**config.mk**
```make
export PLATFORM = sky130hd
export DESIGN_NAME = trrm_ctrl_flat
export DESIGN_NICKNAME = d
export VERILOG_FILES = /design/src/rtl/trrm_pkg.sv /design/src/rtl/trrm_req_if.sv /design/src/rtl/trrm_rsp_if.sv /design/src/rtl/trrm_ctrl.sv /design/src/flat_wrapper.sv
export SDC_FILE = /design/constraint.sdc
export NUM_CORES = 1
export LEC_CHECK = 0
export BUFFER_PORTS_ARGS = -buffer_cell sky130_fd_sc_hd__clkbuf_2
export CAP_MARGIN = 25
export CORE_AREA = 10 10 442 444
export CTS_CLUSTER_DIAMETER = 80
export CTS_CLUSTER_SIZE = 40
export DETAILED_ROUTE_END_ITERATION = 7
export DIE_AREA = 0 0 452 454
export PLACE_DENSITY = 0.34
export SLEW_MARGIN = 10
export SYNTH_ARGS = -nofsm -noshare
export SYNTH_HDL_FRONTEND = slang
export SYNTH_SLANG_ARGS = --single-unit
export TNS_END_PERCENT = 50
```
**constraint.sdc**
```tcl
create_clock -name clk -period 12.1 [get_ports clk]
set_input_delay 3.63 -clock clk [delete_from_list [all_inputs] [get_ports clk]]
set_output_delay 3.63 -clock clk [all_outputs]
set_load 0.01 [all_outputs]
```
**src/rtl/trrm_pkg.sv**
```systemverilog
`timescale 1ns / 1ps
// ----------------------------------------------------------------------------
// trrm_pkg
// Shared types and codes for the two-run record merge core.
// ----------------------------------------------------------------------------
package trrm_pkg;

	// Request decode: bit 1 selects a pull, bit 0 selects the run on append
	localparam int unsigned REQ_PULL_BIT = 1;
	localparam int unsigned REQ_SIDE_BIT = 0;

	localparam int unsigned NAME_W  = 64;
	localparam int unsigned ID_W    = 32;
	localparam int unsigned OTHER_W = 64;
	localparam int unsigned KEY_W   = 2 * NAME_W + ID_W;

	typedef enum logic [2:0] {
		RS_RECORD   = 3'd0,
		RS_APPENDED = 3'd1,
		RS_EMPTY    = 3'd2,
		RS_FULL     = 3'd3,
		RS_DRAINING = 3'd4
	} status_t;

	typedef enum logic [1:0] {
		ST_IDLE,
		ST_READ,
		ST_EMIT
	} state_t;

	typedef struct packed {
		logic [NAME_W-1:0]        surname;
		logic [NAME_W-1:0]        given_name;
		logic signed [ID_W-1:0]   person_id;
		logic [OTHER_W-1:0]       other_fields;
	} rec_t;

	typedef struct packed {
		status_t status;
		rec_t    rec;
		logic    last;
	} res_t;

	// Keep bytes up to the first zero byte and within the character limit
	function automatic logic [NAME_W-1:0] norm_name(logic [NAME_W-1:0] v,
			int unsigned nchars);
		logic [NAME_W-1:0] o;
		logic              live;
		o    = '0;
		live = 1'b1;
		for (int unsigned b = 0; b < 8; b++) begin
			if (live && (b < nchars) && (v[NAME_W-1-8*b -: 8] != 8'd0)) begin
				o[NAME_W-1-8*b -: 8] = v[NAME_W-1-8*b -: 8];
			end else begin
				live = 1'b0;
			end
		end
		return o;
	endfunction

	// Sort key: surname, given name, then id with sign bit flipped
	function automatic logic [KEY_W-1:0] rec_key(rec_t r);
		return {r.surname, r.given_name, ~r.person_id[ID_W-1], r.person_id[ID_W-2:0]};
	endfunction

endpackage

```
**src/rtl/trrm_req_if.sv**
```systemverilog
`timescale 1ns / 1ps
// ----------------------------------------------------------------------------
// trrm_req_if
// Request channel: append to a run or pull the next merged record.
// ----------------------------------------------------------------------------
interface trrm_req_if;
	logic               valid;
	logic               ready;
	logic [1:0]         req_type;
	logic [63:0]        in_surname;
	logic [63:0]        in_given_name;
	logic signed [31:0] in_person_id;
	logic [63:0]        in_other_fields;

	modport source (
		output valid, req_type, in_surname, in_given_name, in_person_id, in_other_fields,
		input  ready
	);

	modport sink (
		input  valid, req_type, in_surname, in_given_name, in_person_id, in_other_fields,
		output ready
	);
endinterface

```
**src/rtl/trrm_rsp_if.sv**
```systemverilog
`timescale 1ns / 1ps
// ----------------------------------------------------------------------------
// trrm_rsp_if
// Response channel: status word and the emitted record.
// ----------------------------------------------------------------------------
interface trrm_rsp_if;
	logic               valid;
	logic               ready;
	logic [2:0]         status;
	logic [63:0]        out_surname;
	logic [63:0]        out_given_name;
	logic signed [31:0] out_person_id;
	logic [63:0]        out_other_fields;
	logic               last_of_merge;

	modport source (
		output valid, status, out_surname, out_given_name, out_person_id,
		       out_other_fields, last_of_merge,
		input  ready
	);

	modport sink (
		input  valid, status, out_surname, out_given_name, out_person_id,
		       out_other_fields, last_of_merge,
		output ready
	);
endinterface

```
**src/rtl/trrm_ctrl.sv**
```systemverilog
`timescale 1ns / 1ps
// ----------------------------------------------------------------------------
// trrm_ctrl
// Sequencer: appends records, reads both run heads, picks the smaller key,
// tracks fill and pull counts and holds the response register.
// ----------------------------------------------------------------------------
module trrm_ctrl #(
	parameter int unsigned RUN_DEPTH  = 32,
	parameter int unsigned NAME_CHARS = 8,
	parameter int unsigned OTHER_BITS = 64,
	parameter int unsigned AW         = 5
) (
	input  logic            clk,
	input  logic            arst_n,
	trrm_req_if.sink        req,
	trrm_rsp_if.source      rsp,
	output logic            we_a,
	output logic            we_b,
	output logic [AW-1:0]   waddr,
	output trrm_pkg::rec_t  wdata,
	output logic [AW-1:0]   raddr_a,
	output logic [AW-1:0]   raddr_b,
	input  trrm_pkg::rec_t  rdata_a,
	input  trrm_pkg::rec_t  rdata_b
);
	import trrm_pkg::*;

	localparam int unsigned CW = $clog2(RUN_DEPTH + 1);
	localparam logic [CW-1:0] DEPTH_C = CW'(RUN_DEPTH);
	localparam logic [AW-1:0] TOP_ADDR = AW'(RUN_DEPTH - 1);
	localparam logic [OTHER_W-1:0] OTHER_MASK = (OTHER_BITS >= OTHER_W) ?
		{OTHER_W{1'b1}} : ((OTHER_W'(1) << OTHER_BITS) - OTHER_W'(1));

	state_t        state_q, state_nx;
	logic [CW-1:0] cnt_a_q, cnt_b_q, tak_a_q, tak_b_q;
	logic          draining_q;
	res_t          res_q;
	res_t          out_q;
	logic          out_valid_q;

	logic          acc, is_pull, side_b, run_full, app_ok;
	logic [CW-1:0] sel_cnt;
	logic          has_a, has_b, from_a, last_pull, out_load;
	logic [CW-1:0] tak_a_nx, tak_b_nx;
	rec_t          rec_sel;

	// Request decode and append path
	always_comb begin
		req.ready = (state_q == ST_IDLE);
		acc       = req.valid && req.ready;
		is_pull   = req.req_type[REQ_PULL_BIT];
		side_b    = req.req_type[REQ_SIDE_BIT];
		sel_cnt   = side_b ? cnt_b_q : cnt_a_q;
		run_full  = (sel_cnt >= DEPTH_C);
		app_ok    = acc && !is_pull && !draining_q && !run_full;
		we_a      = app_ok && !side_b;
		we_b      = app_ok && side_b;
		waddr     = sel_cnt[AW-1:0];
		wdata.surname      = norm_name(req.in_surname, NAME_CHARS);
		wdata.given_name   = norm_name(req.in_given_name, NAME_CHARS);
		wdata.person_id    = req.in_person_id;
		wdata.other_fields = req.in_other_fields & OTHER_MASK;
		raddr_a = (tak_a_q >= DEPTH_C) ? TOP_ADDR : tak_a_q[AW-1:0];
		raddr_b = (tak_b_q >= DEPTH_C) ? TOP_ADDR : tak_b_q[AW-1:0];
	end

	// Head selection once the read data is back
	always_comb begin
		has_a = (tak_a_q < cnt_a_q);
		has_b = (tak_b_q < cnt_b_q);
		if (has_a && has_b) begin
			from_a = (rec_key(rdata_a) < rec_key(rdata_b));
		end else begin
			from_a = has_a;
		end
		rec_sel   = from_a ? rdata_a : rdata_b;
		tak_a_nx  = tak_a_q + CW'(from_a);
		tak_b_nx  = tak_b_q + CW'(!from_a);
		last_pull = (tak_a_nx >= cnt_a_q) && (tak_b_nx >= cnt_b_q);
		out_load  = (state_q == ST_EMIT) && (!out_valid_q || rsp.ready);
	end

	// Next state
	always_comb begin
		state_nx = state_q;
		unique case (state_q)
			ST_IDLE: begin
				if (acc) begin
					state_nx = is_pull ? ST_READ : ST_EMIT;
				end
			end
			ST_READ: state_nx = ST_EMIT;
			ST_EMIT: begin
				if (out_load) begin
					state_nx = ST_IDLE;
				end
			end
			default: state_nx = ST_IDLE;
		endcase
	end

	// Control registers
	always_ff @(posedge clk or negedge arst_n) begin
		if (!arst_n) begin
			state_q     <= ST_IDLE;
			cnt_a_q     <= '0;
			cnt_b_q     <= '0;
			tak_a_q     <= '0;
			tak_b_q     <= '0;
			draining_q  <= 1'b0;
			out_valid_q <= 1'b0;
		end else begin
			state_q <= state_nx;
			if (we_a) begin
				cnt_a_q <= cnt_a_q + CW'(1);
			end
			if (we_b) begin
				cnt_b_q <= cnt_b_q + CW'(1);
			end
			if ((state_q == ST_READ) && (has_a || has_b)) begin
				if (last_pull) begin
					cnt_a_q    <= '0;
					cnt_b_q    <= '0;
					tak_a_q    <= '0;
					tak_b_q    <= '0;
					draining_q <= 1'b0;
				end else begin
					tak_a_q    <= tak_a_nx;
					tak_b_q    <= tak_b_nx;
					draining_q <= 1'b1;
				end
			end
			if (out_load) begin
				out_valid_q <= 1'b1;
			end else if (rsp.ready) begin
				out_valid_q <= 1'b0;
			end
		end
	end

	// Result and output words
	always_ff @(posedge clk) begin
		if (acc && !is_pull) begin
			res_q.rec  <= '0;
			res_q.last <= 1'b0;
			if (draining_q) begin
				res_q.status <= RS_DRAINING;
			end else if (run_full) begin
				res_q.status <= RS_FULL;
			end else begin
				res_q.status <= RS_APPENDED;
			end
		end else if (state_q == ST_READ) begin
			if (has_a || has_b) begin
				res_q.status <= RS_RECORD;
				res_q.rec    <= rec_sel;
				res_q.last   <= last_pull;
			end else begin
				res_q.status <= RS_EMPTY;
				res_q.rec    <= '0;
				res_q.last   <= 1'b0;
			end
		end
		if (out_load) begin
			out_q <= res_q;
		end
	end

	// Drive response channel
	always_comb begin
		rsp.valid            = out_valid_q;
		rsp.status           = out_q.status;
		rsp.out_surname      = out_q.rec.surname;
		rsp.out_given_name   = out_q.rec.given_name;
		rsp.out_person_id    = out_q.rec.person_id;
		rsp.out_other_fields = out_q.rec.other_fields;
		rsp.last_of_merge    = out_q.last;
	end
endmodule

```
**src/flat_wrapper.sv**
```systemverilog
// flat-port wrapper written by rule: the top's interface ports become plain ports
module trrm_ctrl_flat import trrm_pkg::*;
#(
	parameter int unsigned RUN_DEPTH  = 32,
	parameter int unsigned NAME_CHARS = 8,
	parameter int unsigned OTHER_BITS = 64,
	parameter int unsigned AW         = 5
)
  (clk, arst_n, we_a, we_b, waddr, wdata, raddr_a, raddr_b, rdata_a, rdata_b, req_valid, req_req_type, req_in_surname, req_in_given_name, req_in_person_id, req_in_other_fields, req_ready, rsp_valid, rsp_status, rsp_out_surname, rsp_out_given_name, rsp_out_person_id, rsp_out_other_fields, rsp_last_of_merge, rsp_ready);
  trrm_req_if req_i ();
  trrm_rsp_if rsp_i ();
  input  logic clk;
  input  logic arst_n;
  output logic we_a;
  output logic we_b;
  output logic [AW-1:0] waddr;
  output trrm_pkg::rec_t wdata;
  output logic [AW-1:0] raddr_a;
  output logic [AW-1:0] raddr_b;
  input  trrm_pkg::rec_t rdata_a;
  input  trrm_pkg::rec_t rdata_b;
  input wire logic [$bits(req_i.valid)-1:0] req_valid;
  input wire logic [$bits(req_i.req_type)-1:0] req_req_type;
  input wire logic [$bits(req_i.in_surname)-1:0] req_in_surname;
  input wire logic [$bits(req_i.in_given_name)-1:0] req_in_given_name;
  input wire logic [$bits(req_i.in_person_id)-1:0] req_in_person_id;
  input wire logic [$bits(req_i.in_other_fields)-1:0] req_in_other_fields;
  output wire logic [$bits(req_i.ready)-1:0] req_ready;
  output wire logic [$bits(rsp_i.valid)-1:0] rsp_valid;
  output wire logic [$bits(rsp_i.status)-1:0] rsp_status;
  output wire logic [$bits(rsp_i.out_surname)-1:0] rsp_out_surname;
  output wire logic [$bits(rsp_i.out_given_name)-1:0] rsp_out_given_name;
  output wire logic [$bits(rsp_i.out_person_id)-1:0] rsp_out_person_id;
  output wire logic [$bits(rsp_i.out_other_fields)-1:0] rsp_out_other_fields;
  output wire logic [$bits(rsp_i.last_of_merge)-1:0] rsp_last_of_merge;
  input wire logic [$bits(rsp_i.ready)-1:0] rsp_ready;
  assign req_i.valid = req_valid;
  assign req_i.req_type = req_req_type;
  assign req_i.in_surname = req_in_surname;
  assign req_i.in_given_name = req_in_given_name;
  assign req_i.in_person_id = req_in_person_id;
  assign req_i.in_other_fields = req_in_other_fields;
  assign req_ready = req_i.ready;
  assign rsp_valid = rsp_i.valid;
  assign rsp_status = rsp_i.status;
  assign rsp_out_surname = rsp_i.out_surname;
  assign rsp_out_given_name = rsp_i.out_given_name;
  assign rsp_out_person_id = rsp_i.out_person_id;
  assign rsp_out_other_fields = rsp_i.out_other_fields;
  assign rsp_last_of_merge = rsp_i.last_of_merge;
  assign rsp_i.ready = rsp_ready;
  trrm_ctrl #(.RUN_DEPTH(RUN_DEPTH), .NAME_CHARS(NAME_CHARS), .OTHER_BITS(OTHER_BITS), .AW(AW)) u_core (.clk(clk), .arst_n(arst_n), .req(req_i), .rsp(rsp_i), .we_a(we_a), .we_b(we_b), .waddr(waddr), .wdata(wdata), .raddr_a(raddr_a), .raddr_b(raddr_b), .rdata_a(rdata_a), .rdata_b(rdata_b));
endmodule
```
==> impl_summary.md <==
Power
The largest vdd supply drop is 105 µV. The share of total power in the clock network is 0.420. The part of the power in combinational logic is 0.156. Cell internal power was estimated by the tool at approximately 2.9 mW. The switching power is 1.42 mW. The static leakage is 14.5 nW. The post-route total power is 4.36 mW.

The switching fraction of total power is 0.325. Dividing total power by cell area gives a power density of 132 mW/mm². The part of the total power dissipated in sequential elements is 0.424.

Logic synthesis
Among all cell types in the netlist, the one instantiated most often is edfxtp_1. The share of Yosys cell area claimed by the top area cell type is 0.287. Yosys printed 0 warnings. The top flip-flop cell by instance count after synthesis is edfxtp_1. The count of flip-flops with a built-in enable after synthesis is 231. In the synthesized netlist, the number of instances is 2,096. The flip-flop and latch count after synthesis is 484. The commonest cells after synthesis are edfxtp_1 (231), a22o_1 (225), dfxtp_1 (225). By area the synthesized netlist is led by edfxtp_1 (29%), dfxtp_1 (19%), ha_1 (9.8%). The share of synthesized flip-flops with an asynchronous set or reset is 0.0579.

The net count after synthesis is 2,963. The cell taking the most area after synthesis is edfxtp_1. Dividing the synthesized area by the synthesized cell count gives 11.5 µm². In this run the cell area of the synthesized design comes to approximately 0.024 mm².

The number of distinct library cells after synthesis is 62. Of the synthesized area, sequential elements account for 0.502.

CTS
The count of H-tree levels built during CTS is 2. The source-to-sink clock delay at the later pin of the worst-skew pair is slightly below 0.7 ns. The CTS buffer count is 50. The number of gates resized after CTS is 0. The clock drives 484 sinks.

Clock tree synthesis selected as its root buffer the cell clkbuf_16. The clock-pin transition on the worst setup and hold timing paths is 0.07 ns. The TritonCTS clock tree is yes. The total of hold buffers inserted after clock tree synthesis is 0.

The post-CTS repair timing setup buffer count is 0. The longest clock path from root to sink contains 3 buffers.

Status
The run finished with clean final reports.

STA
Dividing the final minimum period by the clock period gives 0.860. Measured against its own limit, the worst slew margin works out to 0.322. The final hold slack is approximately 0.43 ns. The fmax is 0.0960 GHz. The final worst-path setup slack is roughly 1.7 ns. Clock skew on the completed layout was measured at 0.0375 ns. The setup violation total in the final timing report is 0.

The worst path in the final design needs a cycle of about 10 ns, including I/O delays and setup. Setup repair after global routing left no endpoint under its margin. After routing, the total negative slack on setup checks comes to 0 ns. The number of max-slew violations in the final report came to 0. The count of endpoints failing hold in the final timing report is 0.

The transition time of the tightest slew-check pin is roughly 1.0 ns.

Final layout
Of the cells placed in the final design, the portion with a size suffix greater than 1 is 0.373. The fill cell total of the finished layout is 20,900. The utilization of the core after routing is 0.177.

In the final layout, the multi-input gates occupy 0.0100 mm². In the final layout, flip-flops and latches occupy 0.0121 mm². Compared with the post-synthesis result, the final layout area differs by 36.5%. The final cell count without fillers is approximately 5,500.

For this run, the post-layout net count is 3,772. The finished cells cover between 0.03 and 0.04 mm².

Flow run
The total of max-cap violations is 0.

Global route
The first global-routing pass estimated 197,000 µm of wire. Entering global routing, the biggest net connects approximately 150 pins. The total overflow reported by the global router is 0. The via count of the first global-routing pass was roughly 22,000. The layer flagged by global routing as most heavily used is met2.

The global-route met2 utilization is 0.280. The total global routing track utilization is 0.137. The met3 usage in global routing is 0.0396. The initial antenna violation count was 15.

For met1 alone, demand over resource in global routing was 0.121.

Die
The height of the chip is 454 µm. The floorplan core area is 0.187 mm². The number of top-level pins is approximately 1,100. The number of rows created at floorplan is ~160. For this configuration, the core starts out at a cell density of 0.130. The die covers a little over 0.2 mm². The die is around 450 µm wide.

Setup path
The setup check on the worst reg-to-reg path leaves a slack of 7.25 ns. The critical setup path kind is in -> out. The critical path capture point type is an output pin. In this run the worst setup path terminates at wdata[165]. The required arrival time at the worst endpoint is 8.47 ns. Along the worst path, the maximum fanout reaches 17. The worst register-to-register path ends at u_core.res_q[0]$_SDFFE_PP0P_. In this run the critical register-to-register path is launched from u_core.cnt_a_q[1]$_DFF_PN0_.

The critical path starts at req_in_surname[60]. The depth of the worst register-to-register path is 18. The arrival time reported for the critical path endpoint is 6.78 ns.

The worst setup path is launched from a primary input.

Placed design
Before CTS, the worst setup slack after placement is 1.62 ns. The wire-length estimate of the detail-placed layout is 123,000 µm. The count of placed standard cells including taps is 5,348. The count of port buffers added during placement is 956. Once placement finished, the instance area stood at 0.0311 mm². The global placer's final weighted congestion is 0.997.

Route
The routed layout has 20,900 vias. The final layout contains routed wiring with a total length of between 100,000 and 150,000 µm. After detailed routing, the number of remaining DRC violations is 0. The initial detailed-routing violation count is 1,231.

The residual antenna-violating net count after detailed routing is 0. The first-pass iteration count of the detailed router is 5. The routed wirelength normalized by instance count is 27.5 µm. Using the TritonRoute via totals, the vias-per-cell ratio works out to around 3.8.

Hold path
The path type of the worst min-delay path is reg -> reg.
==> cells in the final DEF (no fill, tap or decap), types with 23 or more instances in the layout <==
cell type | synthesis | final
clkbuf_2 | 0 | 956
edfxtp_1 | 231 | 231
a22o_1 | 225 | 225
dfxtp_1 | 225 | 225
a221o_1 | 224 | 224
ha_1 | 189 | 189
inv_1 | 181 | 181
and2_1 | 105 | 105
a21oi_1 | 79 | 79
nand2_1 | 71 | 71
clkbuf_16 | 0 | 50
o21ai_0 | 41 | 40
nor4_1 | 34 | 32
nand4_1 | 30 | 30
dfrtp_1 | 28 | 28
nand3_1 | 23 | 23
nor2_1 | 24 | 23
a21o_1 | 23 | 23
==> state kept, by name, summed over array words and instances (netlist names) <==
| register | flops |
|---|---|
| u_core.cnt_a_q | 6 |
| u_core.cnt_b_q | 6 |
| u_core.draining_q | 1 |
| u_core.res_q | 228 |
| u_core.rsp.last_of_merge | 1 |
| u_core.rsp.out_given_name | 64 |
| u_core.rsp.out_other_fields | 64 |
| u_core.rsp.out_person_id | 32 |
| u_core.rsp.out_surname | 64 |
| u_core.rsp.status | 3 |
| u_core.rsp.valid | 1 |
| u_core.state_q | 2 |
| u_core.tak_a_q | 6 |
| u_core.tak_b_q | 6 |
==> worst min path at each step <==
| stage | end | depth (start not counted) | start |
|---|---|---|---|
| floorplan | u_core.rsp.status[0]$_DFFE_PP_ | 0 | u_core.res_q[225]$_DFFE_PP_ |
| global placement | u_core.rsp.status[0]$_DFFE_PP_ | 0 | u_core.res_q[225]$_DFFE_PP_ |
| detailed placement | u_core.rsp.status[0]$_DFFE_PP_ | 0 | u_core.res_q[225]$_DFFE_PP_ |
| CTS | u_core.rsp.status[0]$_DFFE_PP_ | 0 | u_core.res_q[225]$_DFFE_PP_ |
| global route | u_core.rsp.status[0]$_DFFE_PP_ | 0 | u_core.res_q[225]$_DFFE_PP_ |
| finish | u_core.rsp.status[0]$_DFFE_PP_ | 0 | u_core.res_q[225]$_DFFE_PP_ |
==> power groups by stage <==
stage	clock, mW	combinational [mW]	sequential (mW)
6_report	1.83	0.681	1.85
5_1_grt	1.97	0.744	1.86
4_1_cts	1.91	0.715	1.85
3_5_place_dp	0	0.714	1.89
3_3_place_gp	0	0.715	1.89
2_1_floorplan	0	0.232	1.95
==> critical path, stage by stage <==
cell and delay [ns]:
clkbuf_2 0.09, or4_1 0.10, nor2_1 0.12, a21oi_1 0.53, and3_1 0.58, a21boi_2 0.42, a21boi_0 0.22, buf_4 0.20
a21boi_1 0.52, and2_1 0.22, clkbuf_2 0.14
==> layer usage <==
metal | vias to the layer above | wire length [µm]
met5 | - | 17
met4 | 2 | 6940
met3 | 169 | 10100
met2 | 853 | 86500
met1 | 10200 | 46000
li1 | 9650 | -
==> cell families (layout without fill, tap and decap cells) <==
family                   Yosys count  in the layout  synth area share
AO/OA/AOI/OAI                    654            654             0.228
XOR/XNOR                          16             16           0.00580
adder cells (fa/ha/maj)          189            189            0.0978
buffers and inverters            403           1254            0.0843
flip-flops                       484            484             0.502
multiplexers                       4              4           0.00171
other                              0              8                 0
AND/OR/NAND/NOR                  346            346            0.0802
==> area by class of cell <==
cell class,count,area share
clock inverter,43,0.0199
antenna,8,0.000607
multi-input combinational,1209,0.304
tap,2495,0.0946
inverter,181,0.0206
sequential,484,0.368
clock buffer,51,0.0380
timing repair buffer,979,0.154
Note: power is estimated with default switching activity, not from simulation.
